## src/deq_pkg.sv

```systemverilog
// ----------------------------------------------------------------------------
// deq_pkg
// Shared types and constants for the double-ended queue unit.
// ----------------------------------------------------------------------------
package deq_pkg;

    localparam int DATA_W = 32;
    localparam int OP_W   = 2;

    typedef enum logic [OP_W-1:0] {
        OP_PUSH_FRONT = 2'd0,
        OP_PUSH_BACK  = 2'd1,
        OP_POP_FRONT  = 2'd2,
        OP_POP_BACK   = 2'd3
    } op_t;

    typedef enum logic [1:0] {
        ST_IDLE,
        ST_READ,
        ST_DONE
    } state_t;

    // Controller to datapath commands
    typedef struct packed {
        logic exec;      // apply the accepted operation
        logic read;      // fetch front and back entries
        logic load_out;  // move the result into the output registers
    } dp_cmd_t;

endpackage

```

## src/deq_ctrl.sv

```systemverilog
// ----------------------------------------------------------------------------
// deq_ctrl
// Sequencer: accept a transaction, read back the ends, hand over the result.
// ----------------------------------------------------------------------------
module deq_ctrl (
    input  logic             clk,
    input  logic             rst_n,
    input  logic             in_valid,
    output logic             in_ready,
    output logic             out_valid,
    input  logic             out_ready,
    output deq_pkg::dp_cmd_t cmd
);

    deq_pkg::state_t state_reg;
    deq_pkg::state_t state_next;
    logic            out_valid_reg;
    logic            out_valid_next;

    always_comb
    begin
        state_next = state_reg;
        case (state_reg)
            deq_pkg::ST_IDLE:
            begin
                if (in_valid)
                begin
                    state_next = deq_pkg::ST_READ;
                end
            end
            deq_pkg::ST_READ:
            begin
                state_next = deq_pkg::ST_DONE;
            end
            deq_pkg::ST_DONE:
            begin
                if (!out_valid_reg || out_ready)
                begin
                    state_next = deq_pkg::ST_IDLE;
                end
            end
            default:
            begin
                state_next = deq_pkg::ST_IDLE;
            end
        endcase
    end

    always_comb
    begin
        in_ready     = 1'b0;
        cmd.exec     = 1'b0;
        cmd.read     = 1'b0;
        cmd.load_out = 1'b0;
        case (state_reg)
            deq_pkg::ST_IDLE:
            begin
                in_ready = 1'b1;
                cmd.exec = in_valid;
            end
            deq_pkg::ST_READ:
            begin
                cmd.read = 1'b1;
            end
            deq_pkg::ST_DONE:
            begin
                // wait until the output slot is free
                cmd.load_out = !out_valid_reg || out_ready;
            end
            default:
            begin
                in_ready = 1'b0;
            end
        endcase
    end

    always_comb
    begin
        if (cmd.load_out)
        begin
            out_valid_next = 1'b1;
        end
        else if (out_ready)
        begin
            out_valid_next = 1'b0;
        end
        else
        begin
            out_valid_next = out_valid_reg;
        end
    end

    always_ff @(posedge clk or negedge rst_n)
    begin
        if (!rst_n)
        begin
            state_reg     <= deq_pkg::ST_IDLE;
            out_valid_reg <= 1'b0;
        end
        else
        begin
            state_reg     <= state_next;
            out_valid_reg <= out_valid_next;
        end
    end

    assign out_valid = out_valid_reg;

`ifndef NO_ASSERTIONS
    a_exec_to_read: assert property (@(posedge clk) disable iff (!rst_n)
        cmd.exec |=> state_reg == deq_pkg::ST_READ)
        else $error("accepted transaction did not start a read");

    a_read_to_done: assert property (@(posedge clk) disable iff (!rst_n)
        state_reg == deq_pkg::ST_READ |=> state_reg == deq_pkg::ST_DONE)
        else $error("read not followed by result stage");

    a_out_from_done: assert property (@(posedge clk) disable iff (!rst_n)
        $rose(out_valid_reg) |-> $past(state_reg) == deq_pkg::ST_DONE)
        else $error("result presented without a finished transaction");
`endif

endmodule

```

## src/deq_datapath.sv

```systemverilog
// ----------------------------------------------------------------------------
// deq_datapath
// Ring store, head/count pointers and output registers of the queue.
// ----------------------------------------------------------------------------
module deq_datapath #(
    parameter int DEPTH = 16
) (
    input  logic                              clk,
    input  logic                              rst_n,
    input  deq_pkg::dp_cmd_t                  cmd,
    input  logic [deq_pkg::OP_W-1:0]          operation,
    input  logic signed [deq_pkg::DATA_W-1:0] value,
    output logic signed [deq_pkg::DATA_W-1:0] front_value,
    output logic signed [deq_pkg::DATA_W-1:0] back_value,
    output logic [$clog2(DEPTH+1)-1:0]        count,
    output logic                              is_empty,
    output logic                              rejected
);

    localparam int AW = $clog2(DEPTH);
    localparam int CW = $clog2(DEPTH + 1);
    localparam int SW = CW + 1;
    localparam logic [SW-1:0] DEPTH_S = SW'(DEPTH);
    localparam logic [AW-1:0] LAST_SLOT = AW'(DEPTH - 1);
    localparam logic [CW-1:0] FULL_CNT = CW'(DEPTH);

    logic signed [deq_pkg::DATA_W-1:0] ring_mem [DEPTH];

    logic [AW-1:0] head_reg;
    logic [AW-1:0] head_next;
    logic [CW-1:0] count_reg;
    logic [CW-1:0] count_next;

    logic signed [deq_pkg::DATA_W-1:0] rd_front_reg;
    logic signed [deq_pkg::DATA_W-1:0] rd_back_reg;
    logic signed [deq_pkg::DATA_W-1:0] front_value_reg;
    logic signed [deq_pkg::DATA_W-1:0] back_value_reg;
    logic [CW-1:0]                     out_count_reg;
    logic                              is_empty_reg;
    logic                              rejected_reg;
    logic                              rejected_next;
    logic                              out_rejected_reg;

    logic          full;
    logic          empty;
    logic [AW-1:0] head_dec;
    logic [AW-1:0] head_inc;
    logic [AW-1:0] tail_wr_addr;
    logic [AW-1:0] back_rd_addr;
    logic [CW-1:0] back_off;
    logic          wr_en;
    logic [AW-1:0] wr_addr;

    // head + offset folded back into the ring; the sum stays below 2*DEPTH
    function automatic logic [AW-1:0] ring_wrap(input logic [SW-1:0] s);
        logic [SW-1:0] r;
        r = (s >= DEPTH_S) ? s - DEPTH_S : s;
        return r[AW-1:0];
    endfunction

    assign full     = (count_reg == FULL_CNT);
    assign empty    = (count_reg == '0);
    assign head_dec = (head_reg == '0) ? LAST_SLOT : head_reg - 1'b1;
    assign head_inc = (head_reg == LAST_SLOT) ? '0 : head_reg + 1'b1;
    assign back_off = empty ? '0 : count_reg - 1'b1;

    assign tail_wr_addr = ring_wrap(SW'(head_reg) + SW'(count_reg));
    assign back_rd_addr = ring_wrap(SW'(head_reg) + SW'(back_off));

    always_comb
    begin
        head_next     = head_reg;
        count_next    = count_reg;
        rejected_next = 1'b0;
        wr_en         = 1'b0;
        wr_addr       = tail_wr_addr;
        case (deq_pkg::op_t'(operation))
            deq_pkg::OP_PUSH_FRONT:
            begin
                if (full)
                begin
                    rejected_next = 1'b1;
                end
                else
                begin
                    head_next  = head_dec;
                    wr_addr    = head_dec;
                    wr_en      = cmd.exec;
                    count_next = count_reg + 1'b1;
                end
            end
            deq_pkg::OP_PUSH_BACK:
            begin
                if (full)
                begin
                    rejected_next = 1'b1;
                end
                else
                begin
                    wr_en      = cmd.exec;
                    count_next = count_reg + 1'b1;
                end
            end
            deq_pkg::OP_POP_FRONT:
            begin
                if (empty)
                begin
                    rejected_next = 1'b1;
                end
                else
                begin
                    head_next  = head_inc;
                    count_next = count_reg - 1'b1;
                end
            end
            default:
            begin
                if (empty)
                begin
                    rejected_next = 1'b1;
                end
                else
                begin
                    count_next = count_reg - 1'b1;
                end
            end
        endcase
    end

    always_ff @(posedge clk or negedge rst_n)
    begin
        if (!rst_n)
        begin
            head_reg  <= '0;
            count_reg <= '0;
        end
        else if (cmd.exec)
        begin
            head_reg  <= head_next;
            count_reg <= count_next;
        end
    end

    always_ff @(posedge clk)
    begin
        if (cmd.exec)
        begin
            rejected_reg <= rejected_next;
        end
    end

    // single write port, two registered read ports
    always_ff @(posedge clk)
    begin
        if (wr_en)
        begin
            ring_mem[wr_addr] <= value;
        end
        if (cmd.read)
        begin
            rd_front_reg <= ring_mem[head_reg];
            rd_back_reg  <= ring_mem[back_rd_addr];
        end
    end

    always_ff @(posedge clk)
    begin
        if (cmd.load_out)
        begin
            front_value_reg  <= empty ? '0 : rd_front_reg;
            back_value_reg   <= empty ? '0 : rd_back_reg;
            out_count_reg    <= count_reg;
            is_empty_reg     <= empty;
            out_rejected_reg <= rejected_reg;
        end
    end

    assign front_value = front_value_reg;
    assign back_value  = back_value_reg;
    assign count       = out_count_reg;
    assign is_empty    = is_empty_reg;
    assign rejected    = out_rejected_reg;

`ifndef NO_ASSERTIONS
    a_count_bound: assert property (@(posedge clk) disable iff (!rst_n)
        count_reg <= FULL_CNT)
        else $error("fill count beyond depth");

    a_push_grows: assert property (@(posedge clk) disable iff (!rst_n)
        cmd.exec && wr_en |=> count_reg == CW'($past(count_reg) + 1'b1))
        else $error("push did not advance fill count");

    a_idle_hold: assert property (@(posedge clk) disable iff (!rst_n)
        !cmd.exec |=> $stable(count_reg) && $stable(head_reg))
        else $error("pointers moved without a transaction");
`endif

endmodule

```

## src/double_ended_queue_unit.sv

```systemverilog
// ----------------------------------------------------------------------------
// double_ended_queue_unit
// Bounded double-ended queue of signed 32-bit values in a ring store.
// ----------------------------------------------------------------------------
//  channel | handshake            | payload
//  --------+----------------------+------------------------------------------
//  input   | in_valid / in_ready  | operation, value
//  output  | out_valid / out_ready| front_value, back_value, count, is_empty,
//          |                      | rejected
//
//  Each transaction applies its operation on acceptance, then does the
//  registered read of front and back from the single-write ring memory,
//  then loads the output register. in_ready is high only between
//  transactions. A waiting result does not stop the next transaction from
//  being accepted; it stalls only the hand-over of the following result.
//  Reset clears head and count; store contents are not cleared.
// ----------------------------------------------------------------------------
module double_ended_queue_unit #(
    parameter int DEPTH = 16
) (
    input  logic                              clk,
    input  logic                              rst_n,
    input  logic                              in_valid,
    output logic                              in_ready,
    input  logic [deq_pkg::OP_W-1:0]          operation,
    input  logic signed [deq_pkg::DATA_W-1:0] value,
    output logic                              out_valid,
    input  logic                              out_ready,
    output logic signed [deq_pkg::DATA_W-1:0] front_value,
    output logic signed [deq_pkg::DATA_W-1:0] back_value,
    output logic [$clog2(DEPTH+1)-1:0]        count,
    output logic                              is_empty,
    output logic                              rejected
);

    deq_pkg::dp_cmd_t cmd;

    deq_ctrl u_ctrl (
        .clk       (clk),
        .rst_n     (rst_n),
        .in_valid  (in_valid),
        .in_ready  (in_ready),
        .out_valid (out_valid),
        .out_ready (out_ready),
        .cmd       (cmd)
    );

    deq_datapath #(
        .DEPTH (DEPTH)
    ) u_datapath (
        .clk         (clk),
        .rst_n       (rst_n),
        .cmd         (cmd),
        .operation   (operation),
        .value       (value),
        .front_value (front_value),
        .back_value  (back_value),
        .count       (count),
        .is_empty    (is_empty),
        .rejected    (rejected)
    );

endmodule

```

## config.mk

```make
export PLATFORM = sky130hd
export DESIGN_NAME = double_ended_queue_unit
export DESIGN_NICKNAME = d
export VERILOG_FILES = /design/src/deq_pkg.sv /design/src/deq_ctrl.sv /design/src/deq_datapath.sv /design/src/double_ended_queue_unit.sv
export SDC_FILE = /design/constraint.sdc
export NUM_CORES = 1
export LEC_CHECK = 0
export ABC_CLOCK_PERIOD_IN_PS = 4400
export BUFFER_PORTS_ARGS = -buffer_cell sky130_fd_sc_hd__buf_2
export CAP_MARGIN = 25
export CORE_MARGIN = 2
export CORE_UTILIZATION = 43
export CTS_CLUSTER_DIAMETER = 200
export DETAILED_ROUTE_END_ITERATION = 16
export GPL_TIMING_DRIVEN = 0
export REMOVE_ABC_BUFFERS = 1
export SYNTH_ARGS = -nofsm -noshare
export SYNTH_HDL_FRONTEND = slang
export SYNTH_SLANG_ARGS = --single-unit
```

## constraint.sdc

```tcl
create_clock -name clk -period 4.4 [get_ports clk]
set_input_delay 0.44 -clock clk [delete_from_list [all_inputs] [get_ports clk]]
set_output_delay 0.44 -clock clk [all_outputs]
set_load 0.01 [all_outputs]
```

==> key figures <==
Critical path
  • Crit. End Element: flop
  • Data required time of the critical path: between 4 and 5 ns
  • Crit path launch type: flop
  • Crit path DAT: between 4 and 5 ns
  • Critical Path Fanout Max: 43
  • Crit Path Class: flop to flop

Routing
  • WL/cell: between 20 and 30 um
  • Starting DRT DRC Count: 1765
  • DRC: 0
  • Antenna-violating nets left: 0
  • Via density: around 6
  • DR vias: 17302
  • Post-Route WL: 79980 um
  • DR pass1 iterations: 5

Global routing
  • Overflow after GRT: 0
  • Largest net degree at the start of global routing: 55
  • Total GRT Usage: ~22%
  • Number of global-route vias before repair: around 17000
  • Wire length of the first global-routing pass: 114800 um
  • Initial antenna violation count: 2

Yosys
  • Syn_area_per_cell: between 15 and 20 um^2
  • Yosys Warn Count: 0
  • Asr flop ratio synth: under 10%
  • EDFF count, synth: around 650
  • Post-synthesis mux area share: 20.50%
  • FF+latch count, synth: 660
  • Post-synthesis compound-gate area fraction: ~3.8%
  • Synth Flop Type: edfxtp_1
  • Post-Synth XOR/XNOR Area: less than 1%
  • Seq/Total Area, Yosys: 66.10%
  • Mapped cell area: 0.02989 mm^2
  • Adder-cell share of the synthesized area: less than 1%
  • Number of distinct library cells after synthesis: 51
  • Largest family of logic cells by synthesized area: multiplexers
  • Mapped Cells: approximately 1700
  • Post-synthesis simple-gate area fraction: under 10%

Place
  • DP Area: 0.03263 mm^2
  • Port bufs: 110
  • Pre-CTS setup slack: -0.5607 ns
  • Post-DP HPWL: approximately 48000 um
  • GPL Wtd Cong: roughly 0.73

Final layout
  • Max reg flops: approximately 510
  • Multi-input gate area: about 0.0098 mm^2
  • Reg area: 0.01977 mm^2
  • Final instance area: about 0.035 mm^2
  • Biggest register: u_datapath.ring_mem
  • Area Overhead vs Synth: 17.84%
  • Fill count: 5523
  • Nets: between 1500 and 2000
  • Final Util: 51.27%
  • Share of layout cells above drive strength 1: between 30% and 40%

STA
  • Worst Clk Skew: around 0.017 ns
  • Final min period: ~4.2 ns
  • Post-route clock period utilization: 96.35%
  • F_max: approximately 240 MHz
  • Tightest Pin Transition: about 0.97 ns
  • Final setup fails: 0
  • Final hold vios: 0
  • Worst setup margin: 0.1607 ns
  • Rel. slew slack: 35.21%
  • Setup TNS: 0 ns
  • Max-slew violations: 0

Clock tree
  • Clock buffer depth: 3
  • TritonCTS buffer count: 71
  • Clk slew on worst S/H paths: about 0.06 ns
  • Clock Tree Root: clkbuf_16
  • # clock sinks: 660
  • H-tree Lvls: 3
  • Clock Latency Late Sink: approximately 0.6 ns
  • CTS tree: built

Floorplanning
  • Die ar.: 0.07164 mm^2
  • Die Ht: ~270 um
  • Core area: ~0.069 mm^2
  • I/O pin cnt: roughly 110
  • Row count: 96
  • Starting density of the core: 43.51%
  • Die width: 267.7 um

Run
  • Max_cap viols: 0

Outcome
  • Status: finished clean

Worst hold path
  • Worst min-delay path category: primary input to flop
[what timing repair did]
item | 4_1_cts | 5_1_grt
setup endpoints to repair | 184 | 107
hold buffers | 1 | 0
gates cloned | 1 | 1
hold endpoints to repair | 12 | 0
pin swaps | 12 | 7
setup buffers | 15 | 9
resized for setup | 1 | 5
[cell families after synthesis]
group	after synthesis
muxes	292
AOI/OAI and AO/OA	163
and+or+nand+nor	416
buffers and inverters	130
xor gates and xnor gates	18
DFF	660
adders and majority gates	13
[worst paths after layout]
check | from | end | slack (ns) | depth (start not counted)
setup / recovery | u_datapath.head_reg[1] | u_datapath.ring_mem[12][25] | 0.16 | 10
hold / removal | in_valid | u_ctrl.state_reg[0] | 0.12 | 2
setup reg to reg | u_datapath.head_reg[1] | u_datapath.ring_mem[12][25] | 0.16 | 10
hold reg to reg | u_datapath.rejected_reg | u_datapath.rejected | 0.42 | 0
max in group asynchronous | rst_n | u_datapath.head_reg[0] | 3.88 | 2
min in group asynchronous | rst_n | u_datapath.count_reg[3] | 0.26 | 2
[stage by stage]
stage | instances | hold slack, ns
after floorplan | 1570 | 0.1444
after global placement | 2611 | 0.3346
after detailed placement | 2671 | 0.3448
after CTS | 2811 | 0.08999
after global routing | 2821 | 0.1091
final | 2822 | 0.1216
[cell usage after synthesis, types with 3 or more instances]
library cell  count  area, um^2
xnor2_1          10       87.58
ha_1             11       137.6
and3_1           33       206.5
dfrtp_1          12       300.3
nor2b_1          70       437.9
inv_1             5       18.77
clkinv_1          3       11.26
nand2_1         136       510.5
a21oi_1           9       45.04
o21ai_0           6       30.03
mux2i_1          35       350.3
buf_1            10       37.54
nor2_1           96       360.4
a2bb2oi_1        32       280.3
buf_2            44       220.2
a31oi_1          34       212.7
o22ai_1          64       400.4
nor3_1           63       315.3
xor2_1            7       61.31
nor3b_1           4       30.03
mux4_2          256        5766
nand2b_1          4       25.02
clkbuf_1         66       247.7
edfxtp_1        648       19460
[layer usage]
layer	global-route usage [%]	wire length, um	vias up
met5	0	0	-
met4	7.383	2429	0
met3	3.862	6100	148
met2	36.13	38790	760
met1	30.69	32660	9143
li1	-	-	7251
[cell type report]
cell class	instances	area share, %
Clock buffer	79	5.250
Tap cell	931	3.307
Inverter	8	0.09590
Sequential cell	660	56.13
Multi-Input combinational cell	904	27.88
Timing Repair Buffer	195	6.322
Antenna cell	1	0.007104
Clock inverter	44	1.012
[placed cells by master (no fill, tap or decap), types with 4 or more instances in the layout]
| master | synthesis | layout |
|---|---|---|
| ha_1 | 11 | 10 |
| nor2b_1 | 70 | 68 |
| clkinv_2 | 0 | 17 |
| a21oi_1 | 9 | 8 |
| nor2_1 | 96 | 78 |
| xnor2_1 | 10 | 9 |
| clkinv_1 | 3 | 20 |
| buf_8 | 0 | 9 |
| a31oi_1 | 34 | 34 |
| nor3b_1 | 4 | 4 |
| inv_1 | 5 | 5 |
| clkbuf_16 | 0 | 73 |
| o22ai_1 | 64 | 64 |
| dfrtp_1 | 12 | 8 |
| bufinv_16 | 0 | 6 |
| buf_4 | 1 | 12 |
| clkbuf_1 | 66 | 6 |
| xor2_1 | 7 | 6 |
| nor2_4 | 0 | 18 |
| mux4_2 | 256 | 256 |
| mux2i_1 | 35 | 35 |
| and3_1 | 33 | 33 |
| nor3_1 | 63 | 63 |
| nand2b_1 | 4 | 4 |
| o21ai_0 | 6 | 6 |
| a2bb2oi_1 | 32 | 32 |
| buf_16 | 0 | 24 |
| buf_2 | 44 | 110 |
| nand2_1 | 136 | 135 |
| buf_12 | 0 | 39 |
| edfxtp_1 | 648 | 648 |
[critical path, cell delays in order (launching register included)]
cell and delay, ns:
dfrtp_4 0.69, buf_16 0.28, clkinv_2 0.28, buf_12 0.28
ha_1 0.34, o21ba_2 0.20, o31ai_1 0.44, nand2_1 0.15
o32a_1 0.34, nor2_4 0.55, buf_12 0.28
Power is left out: the tool's default activity adds up to more than one toggle a clock period on the data nets, which glitch-free logic cannot reach.
